`config.mk`:
```
export PLATFORM = sky130hd
export DESIGN_NAME = hic_round
export DESIGN_NICKNAME = d
export VERILOG_FILES = /design/src/rtl/hic_pkg.sv /design/src/rtl/hic_round.sv
export SDC_FILE = /design/constraint.sdc
export NUM_CORES = 2
export LEC_CHECK = 0
export BUFFER_PORTS_ARGS = -buffer_cell sky130_fd_sc_hd__buf_2
export CAP_MARGIN = 20
export CORE_MARGIN = 2
export CORE_UTILIZATION = 59
export CTS_CLUSTER_DIAMETER = 200
export DETAILED_ROUTE_END_ITERATION = 10
export GPL_TIMING_DRIVEN = 0
export PLACE_DENSITY = 0.81
export SYNTH_ARGS = -nofsm -noshare
export SYNTH_HDL_FRONTEND = slang
export SYNTH_SLANG_ARGS = --single-unit
```
`constraint.sdc`:
```
create_clock -name clk -period 7 [get_ports clk]
set_input_delay 1.4 -clock clk [delete_from_list [all_inputs] [get_ports clk]]
set_output_delay 1.4 -clock clk [all_outputs]
set_load 0.05 [all_outputs]
```
`src/rtl/hic_pkg.sv`:
```
`timescale 1ns / 1ps

package hic_pkg;

  typedef enum logic [1:0] {
    KIND_NULL,
    KIND_COOL,
    KIND_POLY
  } kind_t;

  // what travels beside the arithmetic through every stage up to output select
  typedef struct packed {
    kind_t              kind;
    logic signed [11:0] temp;
  } meta_t;

  localparam logic signed [11:0] THRESHOLD = 12'sd750;

  // regression coefficients scaled by 1e8, premultiplied by their decimal weight
  localparam logic signed [49:0] K1_E4 = -50'sd42379000000000;
  localparam logic signed [38:0] K2_E3 = 39'sd204901523000;
  localparam logic signed [40:0] K3_E3 = 41'sd1014333127000;
  localparam logic signed [32:0] K4_E2 = -33'sd2247554100;
  localparam logic signed [27:0] K5_E2 = -28'sd68378300;
  localparam logic signed [30:0] K6_E2 = -31'sd548171700;
  localparam logic signed [21:0] K7_E1 = 22'sd1228740;
  localparam logic signed [20:0] K8_E1 = 21'sd852820;
  localparam logic signed [8:0]  K9    = -9'sd199;

  localparam logic signed [56:0] LIMIT = 57'sd300000000000000;
  localparam logic signed [56:0] HALF  = 57'sd50000000000;
  localparam logic [36:0]        TENTH = 37'd100000000000;
  // floor(2^60 / 1e11): quotient estimate from bits above 20, shifted by 40
  localparam logic [23:0]        RECIP = 24'd11529215;

endpackage

```
`src/rtl/hic_round.sv`:
```
`timescale 1ns / 1ps

module hic_round (
  input  logic                clk,
  input  logic                rst,
  input  logic                poly_valid,
  output logic                poly_ready,
  input  logic signed [56:0]  poly_n,
  input  hic_pkg::meta_t      poly_meta,
  output logic                result_valid,
  input  logic                result_ready,
  output logic signed [12:0]  index_tenths,
  output logic                index_ok,
  output logic                used_formula
);

  logic [4:1] v;
  logic [5:1] rdy;
  logic [4:1] v_in;

  hic_pkg::meta_t meta6, meta7, meta8;
  logic neg6, neg7, neg8;
  logic bad6, bad7, bad8;
  logic [48:0] x6, x7, x8;
  logic [12:0] qe7, qe8;
  logic [49:0] qp8;

  logic [52:0] recip_prod;
  logic [50:0] next_bound;
  logic        step;
  logic [12:0] q;
  logic signed [12:0] index_next;
  logic        ok_next;
  logic        formula_next;

  assign rdy[5] = result_ready;
  assign v_in   = {v[3:1], poly_valid};

  genvar k;
  generate
    for (k = 1; k <= 4; k++) begin : g_rdy
      assign rdy[k] = ~v[k] | rdy[k+1];
    end
  endgenerate

  assign poly_ready = rdy[1];

  always_ff @(posedge clk) begin
    if (rst) begin
      v <= '0;
    end else begin
      for (int i = 1; i <= 4; i++) begin
        if (rdy[i]) begin
          v[i] <= v_in[i];
        end
      end
    end
  end

  // magnitude plus half a tenth; only meaningful when in range
  always_ff @(posedge clk) begin
    if (rdy[1]) begin
      meta6 <= poly_meta;
      neg6  <= poly_n[56];
      bad6  <= (poly_n < -hic_pkg::LIMIT) || (poly_n > hic_pkg::LIMIT);
      x6    <= 49'(poly_n[56] ? hic_pkg::HALF - poly_n : poly_n + hic_pkg::HALF);
    end
  end

  // reciprocal estimate, never above the true quotient and at most one below
  assign recip_prod = x6[48:20] * hic_pkg::RECIP;

  always_ff @(posedge clk) begin
    if (rdy[2]) begin
      meta7 <= meta6;
      neg7  <= neg6;
      bad7  <= bad6;
      x7    <= x6;
      qe7   <= recip_prod[52:40];
    end
  end

  always_ff @(posedge clk) begin
    if (rdy[3]) begin
      meta8 <= meta7;
      neg8  <= neg7;
      bad8  <= bad7;
      x8    <= x7;
      qe8   <= qe7;
      qp8   <= qe7 * hic_pkg::TENTH;
    end
  end

  always_comb begin
    next_bound   = 51'(qp8) + 51'(hic_pkg::TENTH);
    step         = {2'b00, x8} >= next_bound;
    q            = qe8 + 13'(step);
    index_next   = '0;
    ok_next      = 1'b0;
    formula_next = 1'b0;
    case (meta8.kind)
      hic_pkg::KIND_COOL: begin
        index_next = {meta8.temp[11], meta8.temp};
        ok_next    = 1'b1;
      end
      hic_pkg::KIND_POLY: begin
        formula_next = 1'b1;
        if (!bad8) begin
          index_next = neg8 ? -$signed(q) : $signed(q);
          ok_next    = 1'b1;
        end
      end
      default: begin
        index_next = '0;
      end
    endcase
  end

  always_ff @(posedge clk) begin
    if (rdy[4]) begin
      index_tenths <= index_next;
      index_ok     <= ok_next;
      used_formula <= formula_next;
    end
  end

  assign result_valid = v[4];

endmodule
```
==> impl_metrics.toml <==
[outcome]
status = "completed"

[run]
cap_viol_max_count = 0

[worst_setup_path]
timing.setup.critical_path_class = "reg -> reg"
cp-end-kind = "flop"
critPathMaxFanout = 11
cp.required_ns = 7.35
crit_path_start_kind = "flop"
critPathArrivalTime_ns = 7.19

[placement]
io_buffers = 77
pre_cts_slack_ns = -0.626
placed_area_um2 = 33100
dpl.hpwl_mm = 67.8
gp_congestion = 1.02
dp_cells = 3588

[yosys]
synth_warnings = 0
synth_cells = 2813
synth_ff_type = "edfxtp_1"
async_reset_ff_share_pct = 0
ys_seq_area_share_pct = 26.1
ys_ff_latch = 277
synth_cell_types = 85
syn_avg_cell_area_um2 = 11.3
netlist_area_um2 = 31800
synth-edff-count = 273
syn-num-nets = 3768

[global_routing]
grt_pass1_vias = 23500
grt_pass1_wl_mm = 128
grt_overflow = 0
antenna_found_initial = 0
grt_max_degree = 75
grt_usage_pct = 30.1

[floorplan]
fp.dieH_um = 236
die_area_um2 = 55700
die_w_um = 236
row_count = 85
num_io_pins = 92
initial_core_util_pct = 59.4
core_um2 = 53500

[route]
first_pass_iters = 5
drt-total-wl_mm = 82.5
viasPerCell = 5.92
drtAntennaViolNets = 0
routedWlPerCell_um = 22.2
vias = 22000
drcViolationCount = 0
drtIter0Drc = 1673

[sta]
slew_headroom_pct = 39.5
period_minus_slack_ns = 6.85
worst_slew_pin_slew_ns = 0.908
hold_violations = 0
slew_violations = 0
fin_ws_ns = 0.154
fin_crit_sh_pct = 97.8
fmax_mhz = 146
setup_viol = 0
timing.hold.ws_ns = 0.411
finClkSkew_ns = 0.0325

[finish]
instances_no_fill = 3714
multi_input_comb_area_um2 = 21200
nets = 3952
finalInstanceArea_um2 = 34800
area_growth_pct = 9.66
regArea_um2 = 8280
drive_gt1_share_pct = 8.85
n_fill_cell = 3914

[clocking]
cts-root-buf = "clkbuf_16"
htree_levels = 1
cts_tree = "built"
numCtsBuffers = 28
clock-sinks = 277
path_clk_slew_ns = 0.07
clock_latency_ns = 0.59
cts_max_path_buffers = 3

[worst_hold_path]
min-delay-path-class = "reg -> reg"
[area by class of cell]
cell class | instances | share of cell area, %
clock buffer | 30 | 2.03
buffer | 45 | 0.546
multi-input combinational | 1892 | 60.9
sequential | 277 | 23.8
inverter | 598 | 6.45
timing repair buffer | 155 | 3.01
tap | 696 | 2.50
clock inverter | 20 | 0.733
antenna | 1 | 0.00719
[cells in the final DEF (no fill, tap or decap), types with 13 or more instances in the layout]
master / instances
ha_1: 371
nand2_1: 110
and3_1: 17
clkbuf_16: 28
o211ai_1: 13
xor2_1: 60
buf_4: 74
a31oi_1: 22
nor3_1: 41
inv_1: 596
nand4_1: 43
o21ai_0: 71
clkbuf_1: 41
nand3_1: 35
fa_1: 485
buf_2: 78
a21o_1: 45
xnor2_1: 81
fa_2: 22
nor4_1: 16
nor2b_1: 17
a211oi_1: 13
nor2_1: 119
a21oi_1: 117
edfxtp_1: 273
[final timing paths]
| path | startpoint | endpoint | slack, ns | cells past startpoint |
|---|---|---|---|---|
| setup reg to reg | x6[20]$_DFFE_PP_ | qe7[12]$_DFFE_PP_ | 0.15 | 18 |
| hold / removal | x7[40]$_DFFE_PP_ | x8[40]$_DFFE_PP_ | 0.41 | 0 |
| hold reg to reg | x7[40]$_DFFE_PP_ | x8[40]$_DFFE_PP_ | 0.41 | 0 |
| setup / recovery | x6[20]$_DFFE_PP_ | qe7[12]$_DFFE_PP_ | 0.15 | 18 |
[sequential cells by signal (all words and copies together), names as in the netlist, 14 cells and up]
register and cells:
x7 49, x6 49, meta8 14, meta6 14, x8 49, qp8 37, meta7 14
[per-layer routing]
metal  track usage (%)  routed length, um  vias up
met3              5.98               7090      214
met5                 0                  0        -
met4              11.8               3670        0
li1                  -                  -     9733
met2              50.4              39800     1074
met1              38.8              32000    11000
[through the flow]
stage / util, % / TNS [ns]
2_1_floorplan: - / 0
3_3_place_gp: 61.7 / -2.89
3_5_place_dp: 61.9 / -4.84
4_1_cts: 64.4 / 0
5_1_grt: 65.1 / -0.0476
6_report: 65.1 / 0
[synth_stat cells (4+ instances only)]
| library cell | number | share of area, % |
|---|---|---|
| clkbuf_1 | 40 | 0.47 |
| fa_1 | 507 | 32 |
| a21oi_1 | 117 | 1.8 |
| o22ai_1 | 5 | 0.098 |
| inv_1 | 598 | 7.1 |
| xnor2_1 | 81 | 2.2 |
| or2_2 | 6 | 0.12 |
| o21a_1 | 12 | 0.28 |
| nand4b_1 | 4 | 0.11 |
| nand4_1 | 43 | 0.85 |
| a21o_1 | 45 | 1.1 |
| a211oi_1 | 14 | 0.33 |
| o21ai_1 | 5 | 0.079 |
| o21bai_1 | 9 | 0.21 |
| and4_1 | 5 | 0.14 |
| edfxtp_1 | 273 | 26 |
| o21ai_0 | 74 | 1.2 |
| o31ai_1 | 10 | 0.24 |
| nand2b_1 | 12 | 0.24 |
| nor4_1 | 17 | 0.33 |
| nor3_1 | 41 | 0.65 |
| a31oi_1 | 22 | 0.43 |
| a311oi_1 | 5 | 0.14 |
| or3_1 | 8 | 0.16 |
| and2_1 | 9 | 0.18 |
| nand2_1 | 112 | 1.3 |
| a22oi_1 | 13 | 0.31 |
| nor2b_1 | 17 | 0.33 |
| and3_1 | 17 | 0.33 |
| nor2_1 | 119 | 1.4 |
| nand3_1 | 35 | 0.55 |
| a2111oi_0 | 5 | 0.14 |
| dfxtp_1 | 4 | 0.25 |
| a21boi_0 | 6 | 0.14 |
| xor2_1 | 61 | 1.7 |
| o31a_1 | 4 | 0.11 |
| o211ai_1 | 13 | 0.31 |
| ha_1 | 373 | 15 |
[cell families after synthesis]
kind of cell,synth area share [%]
DFF,26.1
and+or+nand+nor,7.26
xor gates and xnor gates,3.92
muxes,0.0315
adders and majority gates,46.7
buffers and inverters,7.68
AOI/OAI and AO/OA,8.40
[critical path, cell delays in order, from the launching register on]
cell and delay, ns:
edfxtp_1 0.84, fa_1 0.58, ha_1 0.33, fa_1 0.50, fa_1 0.51, fa_1 0.53, inv_1 0.08, fa_1 0.53
inv_1 0.05, fa_1 0.56, ha_2 0.44, nand3_1 0.19, nor4_4 0.22, o211ai_1 0.27, nand2_1 0.20, o21ai_4 0.10
o31a_1 0.36, a21o_1 0.19, xnor2_1 0.12
[what timing repair did]
item | 4_1_cts | 5_1_grt
gates resized for setup | 21 | 25
buffers inserted | 40 | 36
endpoints found under the setup margin | 17 | 19
hold buffers | 0 | 0
pin swaps | 3 | 15
endpoints found under the hold margin | 0 | 0
Power is not shown: default switching activity piles up to over one toggle a cycle in this logic, so the estimate is an artifact.
